`config.mk`:
```
export PLATFORM = sky130hd
export DESIGN_NAME = lbst_ram
export DESIGN_NICKNAME = d
export VERILOG_FILES = /design/src/rtl/lbst_ram.sv
export SDC_FILE = /design/constraint.sdc
export NUM_CORES = 1
export LEC_CHECK = 0
export BUFFER_PORTS_ARGS = -buffer_cell sky130_fd_sc_hd__buf_2
export CAP_MARGIN = 25
export CORE_MARGIN = 2
export CORE_UTILIZATION = 35
export DETAILED_ROUTE_END_ITERATION = 8
export GPL_TIMING_DRIVEN = 0
export SYNTH_ARGS = -nofsm -noshare
export SYNTH_HDL_FRONTEND = slang
export SYNTH_SLANG_ARGS = --single-unit
```
`constraint.sdc`:
```
create_clock -name clk -period 4.75 [get_ports clk]
set_clock_uncertainty 0.2 [all_clocks]
set_input_delay 0.475 -clock clk [delete_from_list [all_inputs] [get_ports clk]]
set_output_delay 0.475 -clock clk [all_outputs]
set_load 0.02 [all_outputs]
```
`src/rtl/lbst_ram.sv`:
```
// Simple dual-port synchronous RAM: one write port, one registered read port.
// No dependencies; instantiated by the bucket store top level.
module lbst_ram #(
  parameter int WIDTH = 32,
  parameter int DEPTH = 16
) (
  input  logic                                      clk,
  input  logic                                      we,
  input  logic [((DEPTH > 1) ? $clog2(DEPTH) : 1)-1:0] waddr,
  input  logic [WIDTH-1:0]                          wdata,
  input  logic [((DEPTH > 1) ? $clog2(DEPTH) : 1)-1:0] raddr,
  output logic [WIDTH-1:0]                          rdata
);

  logic [WIDTH-1:0] mem [DEPTH];
  logic [WIDTH-1:0] rdata_r;

  // Write port.
  always_ff @(posedge clk) begin
    if (we) begin
      mem[waddr] <= wdata;
    end
  end

  // Registered read port.
  always_ff @(posedge clk) begin
    rdata_r <= mem[raddr];
  end

  assign rdata = rdata_r;

endmodule

```
==> impl_metrics.env, run 1 <==
export IMPL_status="complete, no violations"
export IMPL_p_per_area_nw_per_um2=431.7
export IMPL_cts_sinks=544
export IMPL_irDropWorstVdd_uv=278.3
export IMPL_critPathArrivalTime_ns=2.18
export IMPL_rsz0062_at_grt="no"
export IMPL_tightest_slew_ns=1.006
export IMPL_cp_common_cell="buf_6"
export IMPL_cts_setup_buffers=0
export IMPL_ys_ff_latch=544
export IMPL_die_area_um2=58650
export IMPL_hpwl_mm=27.03
export IMPL_drt_iter0_drc=879
export IMPL_synth_top_family_by_area="multiplexers"
export IMPL_slew_violations=0
export IMPL_layout_commonest_cell="edfxtp_1"
export IMPL_wl_per_cell_um=24.55
export IMPL_min_path_type="in2reg"
export IMPL_power_leakage_nw=7.488
export IMPL_cts_tree="done"
export IMPL_wl_mm=44.08
export IMPL_grtUsageTotal_pct=15.14
export IMPL_syn2layout_area_growth_pct=18.23
export IMPL_grt_pass1_vias=9660
export IMPL_max_stage_delay_ns=0.59
export IMPL_crit_type="in2reg"
export IMPL_cts_buffers=55
export IMPL_layout_drive_gt1_share_pct=33.01
export IMPL_gp_congestion=0.6882
export IMPL_utilization_pct=41.71
export IMPL_fin_nets=1036
export IMPL_antenna_found_initial=2
export IMPL_worstPathRequired_ns=4.85
export IMPL_clock_latency_ns=0.60
export IMPL_dr_total_vias=9170
export IMPL_cp_max_fo=9
export IMPL_fillers=4905
export IMPL_rows=87
export IMPL_finalCriticalPeriod_ns=2.089
export IMPL_dr_pass1_iters=4
export IMPL_synthMuxAreaShare_pct=14.52
export IMPL_crit_start="waddr[2]"
export IMPL_path_buf_inv=4
export IMPL_fmax_mhz=478.7
export IMPL_clk_path_buf_depth=3
export IMPL_cts_max_level=2
export IMPL_rr_startpoint="mem[8][18]"
export IMPL_startpoint_type="primary input"
export IMPL_drv_cap=0
export IMPL_hold_buffers=0
export IMPL_synthCells=838
export IMPL_grt_max_degree=22
export IMPL_syn_area_per_cell_um2=23.69
export IMPL_setup_viol=0
export IMPL_globalRoute_totalOverflow=0
export IMPL_synth_compound_area_share_pct=2.420
export IMPL_grt_pass1_wl_mm=64.62
export IMPL_viasPerCell=5.109
export IMPL_start_util_pct=35.28
export IMPL_n_antenna_cell=0
export IMPL_holdWs_ns=0.04292
export IMPL_syn_cell_area_um2=19850
export IMPL_die_width_um=242.2
export IMPL_path_cells="buf_2, or3b_2, nor3_2, buf_6, buf_6, buf_6"
export IMPL_boundaryPins=74
export IMPL_synth_fa_ha_area_share_pct=0
export IMPL_cts_root_buf="clkbuf_16"
export IMPL_synth_simple_area_share_pct=1.273
export IMPL_hold_start="wdata[29]"
export IMPL_synth_cell_types=18
export IMPL_synth_warnings=0
export IMPL_cts_resized=0
export IMPL_final_cell_mix="512 x edfxtp_1, 128 x mux4_2, 75 x buf_2"
export IMPL_clk_pin_slew_worst_paths_ns=0.06
export IMPL_synth_nets=880
export IMPL_seq_area_frac_synth_pct=80.67
export IMPL_crit_path_end_kind="flip-flop"
export IMPL_drcViolationCount=0
export IMPL_synth_xor_area_share_pct=0
export IMPL_ant_nets=0
export IMPL_critPathTopFamily="simple AND/OR/NAND/NOR gates"
export IMPL_critPathSlowestCell="or3b_2"
export IMPL_portBuffers=71
export IMPL_dieHeight_um=242.2
export IMPL_finalHoldViolCount=0
export IMPL_post_route_period_util_pct=43.98
export IMPL_slew_headroom_pct=32.77
export IMPL_core_region_area_um2=56280
[final cells by class]
class	instances	area [um2]	area share (%)
Buffer	43	222.7	0.9488
Clock buffer	70	1484	6.322
Clock inverter	32	284.0	1.210
Multi-Input combinational cell	251	3726	15.87
Sequential cell	544	16020	68.23
Tap cell	756	945.9	4.030
Timing Repair Buffer	99	794.5	3.385
[synth_stat cells (all sizes together)]
cell | instances | share of area [%]
a22oi | 64 | 2.4
nand3b | 2 | 0.076
and2 | 1 | 0.032
nand3 | 1 | 0.025
nand2b | 2 | 0.063
nor3 | 4 | 0.10
or3b | 1 | 0.044
dfxtp | 32 | 3.2
clkbuf | 17 | 0.32
nor2 | 13 | 0.25
mux4 | 128 | 15
nand2 | 33 | 0.62
edfxtp | 512 | 77
nor2b | 2 | 0.063
buf | 26 | 0.80
[final timing paths]
| path | end | slack (ns) | depth (start not counted) |
|---|---|---|---|
| setup / recovery | mem[0][1] | 2.66 | 6 |
| hold / removal | mem[5][29] | 0.04 | 1 |
| setup reg to reg | rdata[18] | 3.13 | 3 |
| hold reg to reg | rdata[9] | 0.47 | 3 |
[through the flow]
stage               instances  setup slack (ns)  TNS, ns  area [um2]  total power [mW]
floorplan                 838            0.8954        0       19850             5.790
global placement         1665            -1.791  -216.78       21160             6.005
detailed placement       1693             2.023        0       21700             6.035
CTS                      1795             2.663        0       23470             10.23
global route             1795             2.608        0       23470             10.45
finish                   1795             2.661        0       23470             10.13
[per-layer routing]
layer | track usage (%) | vias to the layer above | share of wire, %
met2 | 23.55 | 307 | 47
li1 | - | 3893 | -
met4 | 4.158 | 4 | 1.8
met1 | 21.67 | 4894 | 45
met3 | 3.235 | 72 | 7.0
met5 | 0 | - | 0.064
[logic make-up after synthesis]
logic type             count (synthesis)
DFF                                  544
muxes                                128
AOI/OAI and AO/OA                     64
and+or+nand+nor                       59
buffers and inverters                 43
[worst register-to-register path: stages (launching register included)]
cell,delay [ns]
edfxtp_1,0.37
mux4_2,0.46
a22oi_1,0.30
nand2_1,0.15
[state kept, by name, indices dropped and copies added (netlist names)]
signal	count
mem	512
rdata	32
[report_power, final]
group          leakage (nW)  internal [mW]  switching, mW
Sequential             4.89           5.37         0.0259
Combinational          1.72          0.204          0.329
Clock                 0.869           2.43           1.78
Total                  7.49           8.00           2.13
Power figures use the tool's default switching activity.
==> run 2, diff against run 1 <==
Clock period 4.75 ns to 1.88 ns, I/O delays scaled along.
==> run 2 against run 1 <==
- clock-buffer cell count up 11
- largest power group unchanged
- cell area up 1.6%
- via count up 1.3%
- worst setup slack worse by 2.6 ns
- register-to-register slack worse by 2.8 ns
- wire length down 0.34%
- sequential share of layout area down 1.1 points
- hold slack worse by 0.057 ns
- sequential power rose to 2.5 times the previous value
- clock power up 150%
- the run now ends with hold timing left
- flip-flop and latch count unchanged
==> impl_metrics.env, run 2 (synthesized netlist as in run 1, its figures left out) <==
export IMPL_layout_drive_gt1_share_pct=30.72
export IMPL_r2r_cells=3
export IMPL_irDropWorstVdd_uv=590.8
export IMPL_finalCriticalPeriod_ns=1.794
export IMPL_crit_type="in2reg"
export IMPL_dr_total_vias=9286
export IMPL_cp_common_cell="buf_16"
export IMPL_met3_usage_pct=2.902
export IMPL_die_area_um2=58650
export IMPL_r2r_slack_ns=0.28
export IMPL_met1_usage_pct=21.17
export IMPL_holdWs_ns=-0.01382
export IMPL_grtUsageTotal_pct=15.13
export IMPL_fin_nets=1067
export IMPL_crit_path_end_kind="flip-flop"
export IMPL_cts_tree="done"
export IMPL_largest_reg_flops=512
export IMPL_clock_latency_ns=0.59
export IMPL_viasPerCell=5.083
export IMPL_antenna_found_initial=1
export IMPL_start_util_pct=35.28
export IMPL_grt_pass1_wl_mm=64.85
export IMPL_ant_nets=0
export IMPL_crit_cells=5
export IMPL_path_cells="buf_2, nand3b_1, nor3_4, buf_16, buf_16"
export IMPL_grt_max_degree=23
export IMPL_critPathTopFamily="simple AND/OR/NAND/NOR gates"
export IMPL_cts_sinks=544
export IMPL_hpwl_mm=26.86
export IMPL_wl_mm=43.92
export IMPL_place_ws_ns=-0.5734
export IMPL_rsz0062_at_grt="no"
export IMPL_drv_cap=0
export IMPL_max_stage_delay_ns=0.78
export IMPL_fmax_mhz=557.4
export IMPL_top_usage_layer="met2"
export IMPL_tightest_slew_ns=0.9547
export IMPL_core_region_area_um2=56280
export IMPL_rows=87
export IMPL_die_width_um=242.2
export IMPL_use_met2_pct=24.45
export IMPL_slew_headroom_pct=36.35
export IMPL_top_register="mem"
export IMPL_min_path_type="in2reg"
export IMPL_setup_viol=0
export IMPL_power_leakage_nw=7.616
export IMPL_syn2layout_area_growth_pct=20.13
export IMPL_p_per_area_nw_per_um2=1068
export IMPL_n_antenna_cell=0
export IMPL_setup_ws_ns=0.08606
export IMPL_slew_violations=0
export IMPL_cts_max_level=2
export IMPL_post_dp_cell_area_um2=21750
export IMPL_critPathArrivalTime_ns=1.89
export IMPL_worstPathRequired_ns=1.97
export IMPL_wl_per_cell_um=24.04
export IMPL_drt_iter0_drc=794
export IMPL_path_buf_inv=3
export IMPL_failed_checks="hold timing"
export IMPL_dr_pass1_iters=5
export IMPL_final_cell_mix="512 x edfxtp_1, 128 x mux4_2, 75 x buf_2"
export IMPL_final_design_area_no_fill_um2=23850
export IMPL_grt_pass1_vias=9851
export IMPL_r2r_end="rdata[31]"
export IMPL_hold_depth=2
export IMPL_setup_worst_path_end="mem[4][8]"
export IMPL_drcViolationCount=0
export IMPL_cp_max_fo=12
export IMPL_dieHeight_um=242.2
export IMPL_cts_root_buf="clkbuf_16"
export IMPL_status="finished, violations left"
export IMPL_fillers=4831
export IMPL_post_route_period_util_pct=95.42
export IMPL_finalHoldViolCount=5
export IMPL_p_total_mw=25.47
export IMPL_cts_buffers=55
export IMPL_clk_path_buf_depth=3
export IMPL_gp_congestion=0.7015
export IMPL_boundaryPins=74
export IMPL_rr_startpoint="mem[0][31]"
export IMPL_critPathSlowestCell="nor3_4"
export IMPL_portBuffers=71
export IMPL_globalRoute_totalOverflow=0
export IMPL_layout_commonest_cell="edfxtp_1"
export IMPL_crit_start="waddr[3]"
export IMPL_startpoint_type="primary input"
export IMPL_clk_pin_slew_worst_paths_ns=0.06
## run 2: per-stage QoR
| stage | TNS, ns | instances | utilization (%) |
|---|---|---|---|
| 2_1_floorplan | -48.88 | 838 | - |
| 3_3_place_gp | -554.93 | 1665 | 37.76 |
| 3_5_place_dp | -129.06 | 1685 | 38.65 |
| 4_1_cts | 0 | 1821 | 42.29 |
| 5_1_grt | 0 | 1827 | 42.38 |
| 6_report | 0 | 1827 | 42.38 |
## run 2: area by class of cell
type,instances,area [um2],share of cell area (%)
sequential,544,16020,67.15
multi-input combinational,251,3754,15.74
clock buffer,81,1526,6.400
timing repair buffer,130,1196,5.015
tap,756,945.9,3.966
buffer,43,222.7,0.9338
clock inverter,22,190.2,0.7974
## run 2: worst min-delay path by stage
stage	from	endpoint	slack, ns
4_1_cts	waddr[1]	mem[0][20]	-0.07
6_report	waddr[1]	mem[4][22]	-0.01
5_1_grt	waddr[1]	mem[4][24]	-0.02
2_1_floorplan	wdata[0]	mem[0][0]	0.09
3_3_place_gp	wdata[14]	mem[10][14]	0.36
3_5_place_dp	wdata[15]	mem[3][15]	0.37
## run 2: what timing repair did
action,4_1_cts,5_1_grt
setup buffers,0,3
endpoints found under the setup margin,0,22
hold endpoints to repair,540,4
hold buffers,33,3
gates resized for setup,0,0
## run 2: power by group
| part | leakage [nW] | internal (mW) | switching (mW) | total [mW] |
|---|---|---|---|---|
| sequential | 4.89 | 13.6 | 0.0664 | 13.6 |
| clock | 0.828 | 6.03 | 4.40 | 10.4 |
| combinational | 1.89 | 0.569 | 0.844 | 1.41 |
| total | 7.62 | 20.2 | 5.31 | 25.5 |
## run 2: layer usage
layer	wire [um]	vias to the layer above
li1	-	3957
met1	19080	4968
met2	21270	297
met3	2677	62
met4	884	2
met5	11	-
